<file path="config.mk">
export PLATFORM = sky130hd
export DESIGN_NAME = wildcard_name_matcher_core
export DESIGN_NICKNAME = d
export VERILOG_FILES = /design/src/rtl/wnm_pkg.sv /design/src/rtl/wnm_cell.sv /design/src/rtl/wnm_closure.sv /design/src/rtl/wildcard_name_matcher_core.sv
export SDC_FILE = /design/constraint.sdc
export NUM_CORES = 2
export LEC_CHECK = 0
export BUFFER_PORTS_ARGS = -buffer_cell sky130_fd_sc_hd__buf_2
export CORE_ASPECT_RATIO = 0.7
export CORE_UTILIZATION = 35
export DETAILED_ROUTE_END_ITERATION = 7
export HOLD_SLACK_MARGIN = 0.03
export PLACE_DENSITY = 0.59
export SETUP_SLACK_MARGIN = 0.2
export SLEW_MARGIN = 10
export SYNTH_ARGS = -nofsm -noshare
export SYNTH_HDL_FRONTEND = slang
export SYNTH_SLANG_ARGS = --single-unit
</file>
<file path="constraint.sdc">
create_clock -name clock -period 9.6 [get_ports clock]
set_input_delay 1.92 -clock clock [delete_from_list [all_inputs] [get_ports clock]]
set_output_delay 1.92 -clock clock [all_outputs]
set_load 0.02 [all_outputs]
</file>
<file path="src/rtl/wnm_pkg.sv">
// Shared types and constants for the wildcard name matcher.
package wnm_pkg;

   localparam int MAX_PATTERN = 64;
   localparam int SYMBOL_BITS = 16;

   // Port-level field widths
   localparam int SYMBOL_W    = 16;
   localparam int MODE_W      = 2;
   localparam int RSP_DATA_W  = 8;

   localparam logic [SYMBOL_W-1:0] SYM_STAR  = 16'h002A;
   localparam logic [SYMBOL_W-1:0] SYM_QUERY = 16'h003F;
   localparam logic [SYMBOL_W-1:0] SYM_LOW_A = 16'h0061;
   localparam logic [SYMBOL_W-1:0] SYM_LOW_Z = 16'h007A;
   localparam logic [SYMBOL_W-1:0] SYM_CASE  = 16'h0020;

   typedef enum logic [MODE_W-1:0] {
      MODE_CLEAR  = 2'd0,
      MODE_APPEND = 2'd1,
      MODE_NAME   = 2'd2,
      MODE_END    = 2'd3
   } wnm_mode_type;

   // Broadcast controls from the top level to every cell
   typedef struct packed {
      logic clear;
      logic rearm;
      logic step;
      logic fold_case;
   } wnm_ctrl_type;

endpackage

</file>
<file path="src/rtl/wnm_cell.sv">
// One pattern position: stored symbol, valid bit and active bit.
module wnm_cell #(
   parameter int   SymbolBits = wnm_pkg::SYMBOL_BITS,
   parameter logic IsFirst    = 1'b0
) (
   input  logic                  clock,
   input  logic                  reset,
   input  wnm_pkg::wnm_ctrl_type ctrl,
   input  logic                  wr_en,
   input  logic [SymbolBits-1:0] sym,
   input  logic                  closed_in,
   input  logic                  adv_in,
   output logic                  act_o,
   output logic                  star_o,
   output logic                  adv_o
);

   localparam logic [SymbolBits-1:0] STAR  = SymbolBits'(wnm_pkg::SYM_STAR);
   localparam logic [SymbolBits-1:0] QUERY = SymbolBits'(wnm_pkg::SYM_QUERY);
   localparam logic [SymbolBits-1:0] LOW_A = SymbolBits'(wnm_pkg::SYM_LOW_A);
   localparam logic [SymbolBits-1:0] LOW_Z = SymbolBits'(wnm_pkg::SYM_LOW_Z);
   localparam logic [SymbolBits-1:0] CASE  = SymbolBits'(wnm_pkg::SYM_CASE);

   logic [SymbolBits-1:0] sym_ff;
   logic [SymbolBits-1:0] sym_in;
   logic                  valid_ff;
   logic                  valid_in;
   logic                  act_ff;
   logic                  act_in;
   logic                  is_star;
   logic                  is_query;
   logic                  is_equal;

   function automatic logic [SymbolBits-1:0] fold(input logic [SymbolBits-1:0] c,
                                                 input logic en);
      if (en && c >= LOW_A && c <= LOW_Z) begin
         return c - CASE;
      end
      return c;
   endfunction

   assign is_star  = (sym_ff == STAR);
   assign is_query = (sym_ff == QUERY);
   assign is_equal = (fold(sym_ff, ctrl.fold_case) == fold(sym, ctrl.fold_case));

   assign act_o  = act_ff;
   assign star_o = valid_ff & is_star;
   assign adv_o  = closed_in & valid_ff & ~is_star & (is_query | is_equal);

   always_comb begin
      sym_in = wr_en ? sym : sym_ff;

      valid_in = valid_ff;
      if (ctrl.clear) begin
         valid_in = 1'b0;
      end else if (wr_en) begin
         valid_in = 1'b1;
      end

      // A star holds its own position; a match hands the token to the next cell
      act_in = act_ff;
      if (ctrl.rearm) begin
         act_in = IsFirst;
      end else if (ctrl.step) begin
         act_in = (closed_in & star_o) | adv_in;
      end
   end

   always_ff @(posedge clock) begin
      sym_ff <= sym_in;
   end

   always_ff @(posedge clock) begin
      if (reset) begin
         valid_ff <= 1'b0;
         act_ff   <= IsFirst;
      end else begin
         valid_ff <= valid_in;
         act_ff   <= act_in;
      end
   end

endmodule

</file>
<file path="src/rtl/wnm_closure.sv">
// Star closure: each active star spreads past the run of stars after it.
module wnm_closure #(
   parameter int Width = wnm_pkg::MAX_PATTERN + 1
) (
   input  logic [Width-1:0] act,
   input  logic [Width-1:0] star,
   output logic [Width-1:0] closed
);

   logic [Width:0] gen;
   logic [Width:0] prop;
   logic [Width:0] sum;
   logic [Width:0] carry;

   // Carry into bit i+1 is star[i] & (act[i] | carry[i]): one add does the ripple
   assign prop   = {1'b0, star};
   assign gen    = {1'b0, star & act};
   assign sum    = prop + gen;
   assign carry  = sum ^ prop ^ gen;
   assign closed = act | carry[Width-1:0];

endmodule

</file>
<file path="src/rtl/wildcard_name_matcher_core.sv">
// An accepted end-of-name beat registers its result in the output register or the skid.
// Throughput: one req beat per cycle for every mode when req is not stalled; the row of
//   position cells and one star-closure adder update all positions in the same cycle.
// A two-deep result buffer (output register plus skid) stalls req only when both are full.
// Reset: empty pattern, overflow flag low, position zero active, fold_case set;
//   the pattern symbols themselves are not cleared and there is no clearing pass.
module wildcard_name_matcher_core #(
   parameter int MaxPattern = wnm_pkg::MAX_PATTERN,
   parameter int SymbolBits = wnm_pkg::SYMBOL_BITS
) (
   input  logic                           clock,
   input  logic                           reset,
   input  logic                           req_tvalid,
   output logic                           req_tready,
   input  logic [wnm_pkg::SYMBOL_W-1:0]   req_tdata,   // [15:0] symbol
   input  logic [wnm_pkg::MODE_W-1:0]     req_tuser,   // [1:0] mode
   output logic                           rsp_tvalid,
   input  logic                           rsp_tready,
   output logic [wnm_pkg::RSP_DATA_W-1:0] rsp_tdata,   // [0] matched, [1] pattern_overflow
   input  logic                           csr_valid,
   output logic                           csr_ready,
   input  logic [0:0]                     csr_data     // [0] fold_case
);

   localparam int LEN_W = $clog2(MaxPattern + 1);
   localparam int POS_N = MaxPattern + 1;

   logic                  fold_case_ff;
   logic                  fold_case_in;
   logic [LEN_W-1:0]      length_ff;
   logic [LEN_W-1:0]      length_in;
   logic                  overflow_ff;
   logic                  overflow_in;
   logic                  tail_act_ff;
   logic                  tail_act_in;

   logic                  out_valid_ff;
   logic                  out_valid_in;
   logic [1:0]            out_data_ff;
   logic [1:0]            out_data_in;
   logic                  skid_valid_ff;
   logic                  skid_valid_in;
   logic [1:0]            skid_data_ff;
   logic [1:0]            skid_data_in;

   wnm_pkg::wnm_mode_type mode;
   wnm_pkg::wnm_ctrl_type ctrl;
   logic                  beat;
   logic                  is_full;
   logic                  append_ok;
   logic                  push;
   logic [1:0]            result;
   logic [SymbolBits-1:0] sym;

   logic [POS_N-1:0]      act;
   logic [POS_N-1:0]      star;
   logic [POS_N-1:0]      closed;
   logic [MaxPattern-1:0] adv;

   assign mode      = wnm_pkg::wnm_mode_type'(req_tuser);
   assign sym       = req_tdata[SymbolBits-1:0];
   assign beat      = req_tvalid & req_tready;
   assign is_full   = (length_ff == LEN_W'(MaxPattern));
   assign append_ok = beat & (mode == wnm_pkg::MODE_APPEND) & ~is_full;
   assign push      = beat & (mode == wnm_pkg::MODE_END);

   assign ctrl.clear     = beat & (mode == wnm_pkg::MODE_CLEAR);
   assign ctrl.rearm     = beat & ((mode == wnm_pkg::MODE_CLEAR) | (mode == wnm_pkg::MODE_END));
   assign ctrl.step      = beat & (mode == wnm_pkg::MODE_NAME);
   assign ctrl.fold_case = fold_case_ff;

   // Row of position cells; the last position has no symbol and is only a tail bit
   genvar gi;
   generate
      for (gi = 0; gi < MaxPattern; gi++) begin : g_cell
         wnm_cell #(
            .SymbolBits (SymbolBits),
            .IsFirst    (gi == 0)
         ) u_cell (
            .clock     (clock),
            .reset     (reset),
            .ctrl      (ctrl),
            .wr_en     (append_ok & (length_ff == LEN_W'(gi))),
            .sym       (sym),
            .closed_in (closed[gi]),
            .adv_in    ((gi == 0) ? 1'b0 : adv[(gi == 0) ? 0 : gi - 1]),
            .act_o     (act[gi]),
            .star_o    (star[gi]),
            .adv_o     (adv[gi])
         );
      end
   endgenerate

   assign act[MaxPattern]  = tail_act_ff;
   assign star[MaxPattern] = 1'b0;

   wnm_closure #(
      .Width (POS_N)
   ) u_closure (
      .act    (act),
      .star   (star),
      .closed (closed)
   );

   assign result = {overflow_ff, closed[length_ff]};

   always_comb begin
      fold_case_in = csr_valid ? csr_data[0] : fold_case_ff;

      length_in   = length_ff;
      overflow_in = overflow_ff;
      if (ctrl.clear) begin
         length_in   = '0;
         overflow_in = 1'b0;
      end else if (append_ok) begin
         length_in = length_ff + LEN_W'(1);
      end else if (beat & (mode == wnm_pkg::MODE_APPEND)) begin
         overflow_in = 1'b1;
      end

      tail_act_in = tail_act_ff;
      if (ctrl.rearm) begin
         tail_act_in = 1'b0;
      end else if (ctrl.step) begin
         tail_act_in = adv[MaxPattern-1];
      end

      // Output register with one skid entry behind it
      out_valid_in  = out_valid_ff;
      out_data_in   = out_data_ff;
      skid_valid_in = skid_valid_ff;
      skid_data_in  = skid_data_ff;
      if (!out_valid_ff || rsp_tready) begin
         out_valid_in  = skid_valid_ff | push;
         out_data_in   = skid_valid_ff ? skid_data_ff : result;
         skid_valid_in = 1'b0;
      end else if (push) begin
         skid_valid_in = 1'b1;
         skid_data_in  = result;
      end
   end

   always_ff @(posedge clock) begin
      out_data_ff  <= out_data_in;
      skid_data_ff <= skid_data_in;
   end

   always_ff @(posedge clock) begin
      if (reset) begin
         fold_case_ff  <= 1'b1;
         length_ff     <= '0;
         overflow_ff   <= 1'b0;
         tail_act_ff   <= 1'b0;
         out_valid_ff  <= 1'b0;
         skid_valid_ff <= 1'b0;
      end else begin
         fold_case_ff  <= fold_case_in;
         length_ff     <= length_in;
         overflow_ff   <= overflow_in;
         tail_act_ff   <= tail_act_in;
         out_valid_ff  <= out_valid_in;
         skid_valid_ff <= skid_valid_in;
      end
   end

   assign req_tready = ~skid_valid_ff;
   assign csr_ready  = 1'b1;
   assign rsp_tvalid = out_valid_ff;
   assign rsp_tdata  = {{(wnm_pkg::RSP_DATA_W - 2){1'b0}}, out_data_ff};

endmodule

</file>
# Word-level counts from Yosys, hierarchy flattened
# Cells that the tools add are included.
# totals
ramBits,0
regBits,1168
output_inout_bits,11
latch_bits,0
in_bits,24
wordCells,1586
mem_bits_ro,0
mem_count,0
# classes
n_reduce_logical,139
magnitude_cmp,131
shifts,0
div_mod_pow,0
mux,198
n_mul,0
eq_ne,259
addsub,67
bitwise,592
# ops
operator,n
$mux W16,130
$eq A16 B6 Y1 const B,128
$ge A16 B7 Y1 const B,65
$le A16 B7 Y1 const B,65
$sub A16 B6 Y16 const B,65
$eq A16 B16 Y1,64
$and A1 B1 Y1,391
$eq A7 B6 Y1 const B,32
$logic_and A1 B1 Y1,130
$or A1 B1 Y1,129
$eq A7 B5 Y1 const B,16
$not A1 Y1,68
$mux W1,66
$add A64 B65 Y65,1
$and A64 B65 Y65,1
$or A65 B65 Y65,1
$xor A65 B64 Y65,1
$xor A65 B65 Y65,1
$eq A7 B4 Y1 const B,8
$eq A7 B3 Y1 const B,4
$eq A7 B2 Y1 const B,2
$lt A7 B8 Y1 const B,1
$add A7 B1 Y7 const B,1
$bmux W1 S7,1
11 further kinds,15

# Longest topological paths before layout
# logic_depth
depth_word,11
depth_mapped,17
depth_no_buf,14

# Modules after synthesis
# From an unflattened synthesis, not the netlist that was laid out.
# hier_totals
cells_unflattened,7375
area_unflattened_um2,78416.5
# by_module_without_submodules
mod,cells_each,area_per_inst_um2,seq_area_each_um2,instances
wnm_cell (g_cell[10].u_cell ...),103,1146.1,520.5,63
wnm_closure,530,3269.4,0.0,1
wildcard_name_matcher_core,252,1851.8,360.3,1
wnm_cell (g_cell[0].u_cell),104,1091.0,520.5,1

# Worst setup path after synthesis
# No wires, ideal clock.
# synth_timing
path_kind,input-to-reg
startpoint,input port req_tdata[1] in the netlist's numbering
endpoint,register g_cell[19].u_cell.act_ff
setup_time_ns,0.074
required_time_ns,9.526
t_arrival_ns,4.935
path_buffers,5
cell_stages,13
path_slack_ns,4.591
path_cell_list,a21oi_1 -> a2bb2oi_1 -> clkbuf_1 -> a31o_2 -> clkbuf_1 -> clkbuf_1 -> clkbuf_1 -> buf_1 -> xnor2_1 -> nor4_1 -> o31a_1 -> o2111ai_1 -> a31oi_1
# synth_between
elab_chain_len,9
word_cells_on_any_way,12
cone_classes,add/sub (1); order compare (2); eq/ne (1); mux (3); bitwise (3); reduce/logical (2)
# synth_lines
element,line,rtl
"start, declared",wildcard_name_matcher_core.sv:15,"input logic [wnm_pkg::SYMBOL_W-1:0] req_tdata,"
$ge A16 B7 Y1,wnm_cell.sv:36,if (en && c >= LOW_A && c <= LOW_Z) begin
$logic_and A1 B1 Y1 (2 in series),wnm_cell.sv:36,
$mux W1,wnm_cell.sv:36,
$mux W16 *,wnm_cell.sv:39,return c;
$eq A16 B16 Y1 *,wnm_cell.sv:44,"assign is_equal = (fold(sym_ff, ctrl.fold_case) == fold(sym, ctrl.fold_case));"
$or A1 B1 Y1 *,wnm_cell.sv:48,assign adv_o = closed_in & valid_ff & ~is_star & (is_query | is_equal);
$and A1 B1 Y1 *,wnm_cell.sv:48,
$or A1 B1 Y1 *,wnm_cell.sv:65,act_in = (closed_in & star_o) | adv_in;
"end signal, assigned",wnm_cell.sv:76,act_ff <= IsFirst;
"end signal, assigned",wnm_cell.sv:79,act_ff <= act_in;
"end, declared",wnm_cell.sv:28,logic act_ff;
# Mark *: on every way between the ends. The rest lies on a longest branch, timed or not. The select of a mux whose other input is x is not followed.
# A chain may end at the register's enable or synchronous reset.

# Final worst setup path
# layout_timing
startpoint,register g_cell[35].u_cell.sym_ff[7]
endpoint,register out_data_ff[0] (data pin)
# layout_between
elab_chain_len,10
# layout_lines
element,line,rtl
"start, declared",wnm_cell.sv:24,logic [SymbolBits-1:0] sym_ff;
"start signal, assigned",wnm_cell.sv:70,sym_ff <= sym_in;
$eq A16 B6 Y1 *,wnm_cell.sv:42,assign is_star = (sym_ff == STAR);
$and A1 B1 Y1 *,wnm_cell.sv:47,assign star_o = valid_ff & is_star;
$and A64 B65 Y65,wnm_closure.sv:17,"assign gen = {1'b0, star & act};"
$add A64 B65 Y65,wnm_closure.sv:18,assign sum = prop + gen;
$xor A65 B64 Y65,wnm_closure.sv:19,assign carry = sum ^ prop ^ gen;
$xor A65 B65 Y65 *,wnm_closure.sv:19,
$or A65 B65 Y65 *,wnm_closure.sv:20,assign closed = act | carry[Width-1:0];
$bmux W1 S7 *,wildcard_name_matcher_core.sv:105,"assign result = {overflow_ff, closed[length_ff]};"
$mux W1 (implied by the code) *,wildcard_name_matcher_core.sv:105,
$mux W2 *,wildcard_name_matcher_core.sv:135,out_data_in = skid_valid_ff ? skid_data_ff : result;
"end signal, assigned",wildcard_name_matcher_core.sv:144,out_data_ff <= out_data_in;
"end, declared",wildcard_name_matcher_core.sv:39,logic [1:0] out_data_ff;
# Marked as above.

==> impl_metrics.sql <==
INSERT INTO impl_metrics (metric_group, metric, value, unit) VALUES
('outcome', 'run_status', 'completed', ''),
('timing', 'finalSetupTns', '0', 'ns'),
('global_route', 'global_route_wire_length_before_repair', '400000', 'microns'),
('global_route', 'use_met1', '0.435', ''),
('timing', 'report.final.setup_viol', '0', ''),
('clocking', 'cts_tree', 'yes', ''),
('clocking', 'ctsRootBufferMaster', 'sky130_fd_sc_hd__clkbuf_16', ''),
('min_path', 'hold_path.class', 'reg -> reg', ''),
('cells_and_area', 'n_fill_cell', '18700', ''),
('floorplanning', 'die_span_x', '531', 'microns'),
('timing', 'timing.slew.headroom', '0.105', ''),
('detailed_routing', 'wirelength', '284000', 'microns'),
('floorplanning', 'coreArea', '194000', 'sq um'),
('logic_synthesis', 'postSynth.asyncResetShare', '0', ''),
('placed_design', 'dp_hpwl', '197000', 'microns'),
('global_route', 'use_met3', '0.0855', ''),
('logic_synthesis', 'ys_seq_area_frac', '0.491', ''),
('global_route', 'grt_usage', '0.279', ''),
('timing', 'final.setup_skew', '0.0574', 'ns'),
('global_route', 'grt_start_max_net_pins', '62', ''),
('logic_synthesis', 'post_synth.cell_area_avg', '9.97', 'sq um'),
('clocking', 'postCtsSetupBuffers', '0', ''),
('global_route', 'busiest_layer', 'met1', ''),
('placed_design', 'io_buffer_count', '27', ''),
('floorplanning', 'fp-row-count', '135', ''),
('placed_design', 'dpl_worst_slack', '3.01', 'ns'),
('pwr', 'vdd_drop_max', '147', 'uV'),
('floorplanning', 'floorplan.initialDensity', '0.353', ''),
('detailed_routing', 'detail_route.iter0.violations', '9520', ''),
('floorplanning', 'fp.dieArea', '198000', 'sq um'),
('timing', 'final.setup.worst_slack', '3.41', 'ns'),
('logic_synthesis', 'synthesis.instances', '6877', ''),
('job', 'max-cap-violations', '0', ''),
('detailed_routing', 'routed_via_density', '6.31', ''),
('clocking', 'ctsResizeCount', '0', ''),
('setup_path', 'signal_arrival_time_at_the_worst_endpoint', '6.84', 'ns'),
('setup_path', 'critical_path.reg2reg.endpoint', 'out_data_ff[0]', ''),
('detailed_routing', 'dr.pass1.iters', '6', ''),
('clocking', 'clock_path_buffers', '3', ''),
('clocking', 'cts.clk_slew.worst_paths', '0.07', 'ns'),
('timing', 'worst-slew-pin-transition', '1.33', 'ns'),
('cells_and_area', 'area_growth_syn_to_layout', '12.1', '%'),
('timing', 'period_minus_slack', '6.19', 'ns'),
('logic_synthesis', 'dominantRegCellSynth', 'sky130_fd_sc_hd__edfxtp_1', ''),
('cells_and_area', 'core_occupancy_in_the_finished_layout', '0.396', ''),
('setup_path', 'r2r-start', 'g_cell[35].u_cell.sym_ff[7]', ''),
('placed_design', 'finalWeightedCongestion', '1.06', ''),
('clocking', 'cts_hold_buf', '0', ''),
('pwr', 'static_leakage', '24.2', 'nW'),
('setup_path', 'r2r.worst_path.cells', '13', ''),
('detailed_routing', 'remaining_antenna_violation_count', '0', ''),
('clocking', 'clock_insertion_delay_worst_skew', '0.81', 'ns'),
('clocking', 'clkSinkCount', '1168', ''),
('setup_path', 'critical_path.startpoint_type', 'flip-flop', ''),
('global_route', 'antenna_violations_before_repair', '21', ''),
('timing', 'pins_over_their_slew_limit', '0', ''),
('detailed_routing', 'route.detailed.wl_per_inst', '29.4', 'microns'),
('setup_path', 'crit_path_start', 'g_cell[35].u_cell.sym_ff[7]', ''),
('detailed_routing', 'drcViolationCount', '0', ''),
('logic_synthesis', 'post_synth_instance_area', '68600', 'sq um'),
('cells_and_area', 'final_layout_size_suffix_gt1_frac', '0.0802', ''),
('timing', 'fmaxAchievable', '162', 'MHz'),
('logic_synthesis', 'post_synth_edffs', '1028', ''),
('global_route', 'global_route.usage.met2', '0.359', ''),
('global_route', 'grt.overflow.total', '0', ''),
('floorplanning', 'floorplan.io_pins', '35', ''),
('pwr', 'p_per_area', '149', 'nW/um^2'),
('setup_path', 'critical_path.max_fanout', '6', ''),
('setup_path', 'path_class', 'reg -> reg', ''),
('clocking', 'htree_levels', '3', ''),
('clocking', 'cts_inserted_buffers', '115', '');
==> sequential cells by signal (all words and copies together), names as in the netlist <==
signal and cells:
fold_case_ff 1, g_cell.u_cell.act_o 64, g_cell.u_cell.sym_ff 1024, g_cell.u_cell.valid_ff 64, length_ff 7, out_data_ff 2, overflow_ff 1, rsp_tvalid 1
skid_data_ff 2, skid_valid_ff 1, tail_act_ff 1
==> cell type report <==
type | count | area (sq um) | share of cell area
clock inverters | 82 | 1180 | 0.0153
inverters | 277 | 1040 | 0.0135
flip-flops and latches | 1168 | 33700 | 0.438
clock buffers | 138 | 3000 | 0.0391
diodes | 5 | 12.5 | 0.000163
well taps | 2603 | 3260 | 0.0423
multi-input cells | 5152 | 33000 | 0.428
repair buffers | 227 | 1790 | 0.0233
==> worst max-delay path, stage by stage, from the launching register on <==
cell and delay [ns]:
sky130_fd_sc_hd__edfxtp_1 0.44, sky130_fd_sc_hd__nor4b_1 0.72, sky130_fd_sc_hd__nand4_1 0.49, sky130_fd_sc_hd__nor4_1 0.79
sky130_fd_sc_hd__nand4_1 0.56, sky130_fd_sc_hd__nor3_1 0.73, sky130_fd_sc_hd__o2111ai_1 0.52, sky130_fd_sc_hd__nand3_1 0.29
sky130_fd_sc_hd__a2bb2oi_1 0.24, sky130_fd_sc_hd__o21ai_0 0.25, sky130_fd_sc_hd__buf_4 0.21, sky130_fd_sc_hd__a21oi_1 0.22
sky130_fd_sc_hd__o211a_1 0.38, sky130_fd_sc_hd__a31oi_1 0.19
==> layer usage <==
metal	share of wire	routed length (microns)
met3	0.15	41600
met2	0.37	106000
met5	0.00021	59
met4	0.028	8020
met1	0.45	128000
==> kinds of logic after synthesis <==
| family | share of synthesized area |
|---|---|
| compound gates | 0.128 |
| xor+xnor | 0.107 |
| fa+ha+maj | 0.0133 |
| mux | 0.00108 |
| flops | 0.491 |
| simple gates | 0.228 |
| other cells | 0.000110 |
| buf+inv | 0.0319 |
==> per-stage QoR <==
step	total power, mW	std cells	area [sq um]	hold WS (ns)
floorplan	6.04	6882	68600	0.427
global placement	6.42	9426	72700	0.453
detailed placement	6.43	9427	72700	0.468
CTS	11.5	9647	76900	0.478
global route	11.7	9647	76900	0.512
finish	11.4	9652	76900	0.481
==> Yosys cell counts (17+ instances only) <==
master | instances | area, sq um
sky130_fd_sc_hd__a2111oi_0 | 35 | 307
sky130_fd_sc_hd__a211oi_1 | 35 | 263
sky130_fd_sc_hd__a21boi_0 | 19 | 143
sky130_fd_sc_hd__a21o_1 | 75 | 563
sky130_fd_sc_hd__a21oi_1 | 285 | 1430
sky130_fd_sc_hd__a221o_1 | 32 | 320
sky130_fd_sc_hd__a31o_2 | 25 | 219
sky130_fd_sc_hd__a31oi_1 | 66 | 413
sky130_fd_sc_hd__a41oi_1 | 27 | 236
sky130_fd_sc_hd__and2_1 | 96 | 601
sky130_fd_sc_hd__and3_1 | 59 | 369
sky130_fd_sc_hd__and3b_1 | 45 | 394
sky130_fd_sc_hd__and4_1 | 54 | 473
sky130_fd_sc_hd__buf_1 | 78 | 293
sky130_fd_sc_hd__clkbuf_1 | 188 | 706
sky130_fd_sc_hd__dfxtp_1 | 140 | 2800
sky130_fd_sc_hd__edfxtp_1 | 1028 | 30900
sky130_fd_sc_hd__ha_1 | 73 | 913
sky130_fd_sc_hd__inv_1 | 275 | 1030
sky130_fd_sc_hd__nand2_1 | 460 | 1730
sky130_fd_sc_hd__nand2b_1 | 24 | 150
sky130_fd_sc_hd__nand3_1 | 236 | 1180
sky130_fd_sc_hd__nand3b_1 | 30 | 225
sky130_fd_sc_hd__nand4_1 | 218 | 1360
sky130_fd_sc_hd__nor2_1 | 735 | 2760
sky130_fd_sc_hd__nor2b_1 | 17 | 106
sky130_fd_sc_hd__nor3_1 | 346 | 1730
sky130_fd_sc_hd__nor4_1 | 279 | 1750
sky130_fd_sc_hd__nor4b_1 | 71 | 622
sky130_fd_sc_hd__o2111ai_1 | 27 | 236
sky130_fd_sc_hd__o211ai_1 | 28 | 210
sky130_fd_sc_hd__o21ai_0 | 273 | 1370
sky130_fd_sc_hd__o22ai_1 | 38 | 238
sky130_fd_sc_hd__o31a_1 | 17 | 149
sky130_fd_sc_hd__o31ai_1 | 67 | 503
sky130_fd_sc_hd__or2_2 | 41 | 257
sky130_fd_sc_hd__or3_1 | 63 | 394
sky130_fd_sc_hd__or4_1 | 60 | 450
sky130_fd_sc_hd__xnor2_1 | 594 | 5200
sky130_fd_sc_hd__xor2_1 | 246 | 2150
==> power by group <==
group          switching (mW)  total, mW  internal (mW)
logic                   0.587      0.794          0.207
registers              0.0255       5.55           5.53
clock network            2.19       5.09           2.90
==> cells in the final DEF (no fill, tap or decap), drive strengths merged, types with 102 or more instances in the layout <==
cell / count
edfxtp: 1028
clkbuf: 146
a21oi: 285
nor2: 736
nor4: 289
nor3: 348
nand2: 460
xnor2: 594
dfxtp: 140
xor2: 246
nand3: 238
o21ai: 277
inv: 276
nand4: 218
buf: 219
and2: 102
==> worst min path at each step <==
| stage | startpoint | end | slack (ns) | cells past startpoint |
|---|---|---|---|---|
| floorplan | overflow_ff | skid_data_ff[1] | 0.43 | 0 |
| global placement | g_cell[29].u_cell.valid_ff | g_cell[29].u_cell.valid_ff | 0.45 | 2 |
| detailed placement | g_cell[57].u_cell.act_o | g_cell[57].u_cell.act_o | 0.47 | 2 |
| CTS | g_cell[57].u_cell.act_o | g_cell[57].u_cell.act_o | 0.48 | 2 |
| global route | g_cell[12].u_cell.valid_ff | g_cell[12].u_cell.valid_ff | 0.51 | 2 |
| finish | g_cell[29].u_cell.valid_ff | g_cell[29].u_cell.valid_ff | 0.48 | 2 |
Note: power is estimated with default switching activity, not from simulation.
